## src/sv/apu_pkg.sv

```systemverilog
package apu_pkg;

  localparam int PosW   = 32;
  localparam int AngW   = 20;
  localparam int TimeW  = 16;
  localparam int ThrW   = 19;
  localparam int TrigW  = 33;
  localparam int ZW     = 36;
  localparam int AtanEntries = 24;

  localparam logic signed [ZW-1:0] Q24Pi     = 36'sd52707179;
  localparam logic signed [ZW-1:0] Q24TwoPi  = 36'sd105414358;
  localparam logic signed [ZW-1:0] Q24HalfPi = 36'sd26353589;
  localparam logic signed [TrigW-1:0] CordicGain = 33'sd652032874;

  typedef struct packed {
    logic signed [PosW-1:0]  start_x;
    logic signed [PosW-1:0]  start_y;
    logic signed [AngW-1:0]  start_heading;
    logic signed [AngW-1:0]  lin_speed;
    logic signed [AngW-1:0]  ang_speed;
    logic        [TimeW-1:0] step_time;
  } apu_in_t;

  typedef struct packed {
    logic signed [PosW-1:0] end_x;
    logic signed [PosW-1:0] end_y;
    logic signed [AngW-1:0] end_heading;
    logic                   overflow;
  } apu_out_t;

  function automatic logic signed [ZW-1:0] atan_q24(input logic [4:0] i);
    logic signed [ZW-1:0] r;
    begin
      case (i)
        5'd0: r = 36'sd13176795;
        5'd1: r = 36'sd7778716;
        5'd2: r = 36'sd4110060;
        5'd3: r = 36'sd2086331;
        5'd4: r = 36'sd1047214;
        5'd5: r = 36'sd524117;
        5'd6: r = 36'sd262123;
        5'd7: r = 36'sd131069;
        default: r = (i < 5'd24) ? (36'sd1 <<< (5'd24 - i)) : 36'sd0;
      endcase
      return r;
    end
  endfunction

endpackage

```

## src/sv/apu_front.sv

```systemverilog
module apu_front (
  input  logic            clk,
  input  logic            rst_n,
  input  logic            in_valid,
  input  apu_pkg::apu_in_t in_data,
  input  logic [18:0]     thr,
  output logic            q_valid,
  output apu_pkg::apu_in_t q_data,
  output logic            q_arc
);
  import apu_pkg::*;

  logic                q_valid_r;
  apu_in_t             q_data_r;
  logic                q_arc_r;
  logic [AngW:0]       aw;

  // classify: arc when angular speed is non-zero and not below threshold
  always_comb begin
    aw = in_data.ang_speed[AngW-1] ? -{in_data.ang_speed[AngW-1], in_data.ang_speed}
                                   :  {in_data.ang_speed[AngW-1], in_data.ang_speed};
  end

  always_ff @(posedge clk) begin
    if (!rst_n) begin
      q_valid_r <= 1'b0;
    end else begin
      q_valid_r <= in_valid;
    end
    q_data_r <= in_data;
    q_arc_r  <= (in_data.ang_speed != '0) && (aw >= {2'b00, thr});
  end

  assign q_valid = q_valid_r;
  assign q_data  = q_data_r;
  assign q_arc   = q_arc_r;
endmodule

```

## config.mk

```make
export PLATFORM = sky130hd
export DESIGN_NAME = apu_front
export DESIGN_NICKNAME = d
export VERILOG_FILES = /design/src/sv/apu_pkg.sv /design/src/sv/apu_front.sv
export SDC_FILE = /design/constraint.sdc
export NUM_CORES = 1
export LEC_CHECK = 0
export ABC_AREA = 1
export BUFFER_PORTS_ARGS = -buffer_cell sky130_fd_sc_hd__buf_2
export CORE_AREA = 8 8 112 114
export DETAILED_ROUTE_END_ITERATION = 12
export DIE_AREA = 0 0 120 122
export HOLD_SLACK_MARGIN = 0.15
export PLACE_DENSITY = 0.83
export SYNTH_ARGS = -nofsm -noshare
export SYNTH_HDL_FRONTEND = slang
export SYNTH_SLANG_ARGS = --single-unit
```

## constraint.sdc

```tcl
create_clock -name clk -period 2.3 [get_ports clk]
set_input_delay 0.115 -clock clk [delete_from_list [all_inputs] [get_ports clk]]
set_output_delay 0.115 -clock clk [all_outputs]
set_load 0.01 [all_outputs]
```

==> key figures <==
Die
  – Core Region: between 10000 and 15000 um^2
  – Chip width: between 100 and 150 um
  – Die height: 122 um
  – Die area: 14640 um^2
  – Initial core utilization: around 36%
  – # IOs: just over 300
  – # rows: 38

Logic synthesis
  – Synth warn: 0
  – Mapped cell area: 3876 um^2
  – Synth unique cells: 23
  – Syn_area_per_cell: ~12 um^2
  – EDFF count, synth: 0
  – Seq/Total Area, Yosys: between 70% and 80%
  – Synth async-reset ratio: 0%
  – Ys flop type: dfxtp_1
  – Post-Syn Nets: between 500 and 600
  – Cells after Synth: 326
  – Register bit total from synthesis: ~140

Pwr
  – PD cells: 811.5 nW/um^2
  – Tot Pwr: approximately 6.2 mW
  – VDD IR-drop max: 0.5983 mV
  – Leakage power: a little under 4 nW

Timing
  – Final Max Slew Viols: 0
  – Worst-Margin Slew: between 0.4 and 0.5 ns
  – Crit path time final: roughly 2.1 ns
  – Relative slew margins: a little under three quarters
  – Period utilisation layout: 92.93%
  – Setup-failing EPs final: 0
  – Hold Vio Cnt, Final: 0
  – F_max: 467.8 MHz

Clock network
  – CTS root buffer: clkbuf_8
  – Clock-pin transition on the worst setup and hold timing paths: 0.06 ns
  – H-Tree Level Count: 4
  – CTS buffer count: 17
  – Sink Count: 142
  – Clock Path Buffers: 2
  – Post-CTS setup buffer count: 0
  – CTS tree: yes

Global routing
  – Vias in the first global route: between 4000 and 5000
  – First-pass GRT wire length: ~28000 um
  – Initial antenna violation count: 4
  – Pin count of the biggest net entering global routing: 19
  – GRT Util Overall: approximately 25%
  – GRT Residual Overflow: 0

Detailed routing
  – Pre-antenna DRT Iters: 4
  – Vias: roughly 4100
  – Final wirelength: 18840 um
  – Vias per inst: roughly 4.4
  – Post-route DRC: 0
  – WL per Instance: around 20 um
  – Drt first-iter violations: about 200
  – Post-DRT Antenna Nets: 0

Place
  – Final Wtd Congestion: a little over 0.8
  – I/O Buffers: 303
  – Cell total after placement: 767
  – DP HPWL: between 10000 and 15000 um

Worst setup path
  – Worst setup EP type: flop
  – CP Launch Type: primary input
  – Setup crit end: q_arc
  – Critical path class: primary input to flop
  – CP peak stage delay: about 0.53 ns
  – Max Fanout on Critical Path: 3
  – Worst path required time: around 2.7 ns
  – Worst EP arrival: between 2 and 3 ns
  – CP Cell Sequence: dlygate4sd3_1 > buf_2 > inv_2 > ha_4 > nand4_1 > nor2_2 > nand3_1 > nand2_1 > xnor2_1 > ha_1 > nand2_2 > nor2_1 > and2_1 > nand2_1 > nand3_1 > nor2_1 > a21oi_1
  – Critical Path Source: in_data[16]
  – Slowest-stage cell, CP: dlygate4sd3_1

Status
  – Status: complete, no violations

Final layout
  – Most common cell after layout, fill and taps aside: buf_2
  – Most frequent cells in the layout: buf_2, dlygate4sd3_1, dfxtp_1
  – Fin nets: just under 1000
  – Non-Filler Instances: 946
  – Layout cell share with drive strength beyond 1: a little over two fifths
  – Fillers: ~730
  – Synthesis-to-layout area growth: 96.45%

Min path
  – Worst Hold Class: primary input to flop
  – Hold Path Depth: 7

Run
  – Max Cap Viol: 0
[cell usage after synthesis (2+ instances only)]
| cell | n | area, um^2 |
|---|---|---|
| dfxtp_1 | 142 | 2843 |
| nand2_1 | 50 | 187.7 |
| inv_1 | 41 | 153.9 |
| ha_1 | 20 | 250.2 |
| nor2_1 | 19 | 71.32 |
| xor2_1 | 11 | 96.34 |
| a21oi_1 | 8 | 40.04 |
| nand3_1 | 7 | 35.03 |
| xnor2_1 | 5 | 43.79 |
| o21ai_0 | 4 | 20.02 |
| nand2_2 | 3 | 18.77 |
| nor2_2 | 3 | 18.77 |
| nand4_1 | 2 | 12.51 |
| o21ai_2 | 2 | 17.52 |
[cell type report]
cell class / instances / area (um^2) / share of cell area [%]
multi-input cells: 141 / 890.9 / 11.70
inverters: 41 / 153.9 / 2.021
diodes: 4 / 10.01 / 0.1314
flip-flops and latches: 142 / 2843 / 37.33
clock buffers: 19 / 431.7 / 5.669
well taps: 140 / 175.2 / 2.300
clock inverters: 13 / 162.7 / 2.136
repair buffers: 446 / 2948 / 38.71
[repair_timing]
| item | in CTS | in global routing |
|---|---|---|
| endpoints found under the setup margin | 0 | 1 |
| hold endpoints to repair | 142 | 0 |
| resized for setup | 0 | 7 |
| hold buffers | 143 | 0 |
[worst max-delay path, delay by kind of cell]
family / cells / cell delay [ns]
and+or+nand+nor: 10 / 1.06
xor gates and xnor gates: 1 / 0.13
AOI/OAI and AO/OA: 1 / 0.06
adders and majority gates: 2 / 0.42
buffers and inverters: 3 / 0.76
[worst min-delay path by stage]
| stage | start | endpoint |
|---|---|---|
| 2_1_floorplan | in_data[0] | q_data[0] |
| 3_3_place_gp | in_data[47] | q_data[47] |
| 3_5_place_dp | in_data[2] | q_data[2] |
| 4_1_cts | thr[17] | q_arc |
| 5_1_grt | in_data[127] | q_data[127] |
| 6_report | thr[17] | q_arc |
[kinds of logic (layout without fill, tap and decap cells)]
group / after synthesis / after routing / share of synthesized area, %
buf+inv: 43 / 519 / 4.228
flops: 142 / 142 / 73.34
xor+xnor: 16 / 16 / 3.615
compound gates: 16 / 16 / 2.324
fa+ha+maj: 20 / 20 / 6.456
other cells: 0 / 4 / 0
simple gates: 89 / 89 / 10.04
[where the power goes]
| part | switching, mW | internal, mW |
|---|---|---|
| clock | 1.04 | 1.69 |
| sequential | 0.0430 | 2.60 |
| combinational | 0.384 | 0.427 |
| total | 1.47 | 4.71 |
[registers in the layout (all words and copies together), names as in the netlist]
name     count
q_arc        1
q_data     140
q_valid      1
[through the flow]
| stage | worst slack (ns) | hold slack (ns) | TNS, ns | utilization (%) | instance area [um^2] |
|---|---|---|---|---|---|
| 3_5_place_dp | 0.1601 | 0.2186 | 0 | 51.95 | 5558 |
| 3_3_place_gp | 0.2257 | 0.2168 | 0 | 51.95 | 5558 |
| 4_1_cts | 0.1445 | 0.1824 | 0 | 70.89 | 7584 |
| 2_1_floorplan | 0.4652 | 0.1427 | 0 | - | 3876 |
| 6_report | 0.1625 | 0.2044 | 0 | 71.18 | 7615 |
| 5_1_grt | -0.06320 | 0.2165 | -0.06320 | 71.18 | 7615 |
[per-layer routing]
layer | vias up | track usage, % | share of wire [%]
met5 | - | 0 | 0
met1 | 1915 | 23.25 | 34
met3 | 61 | 9.070 | 7.4
met2 | 228 | 48.38 | 54
li1 | 1940 | - | -
met4 | 0 | 13.58 | 4.6
(Power assumes the default switching activity.)
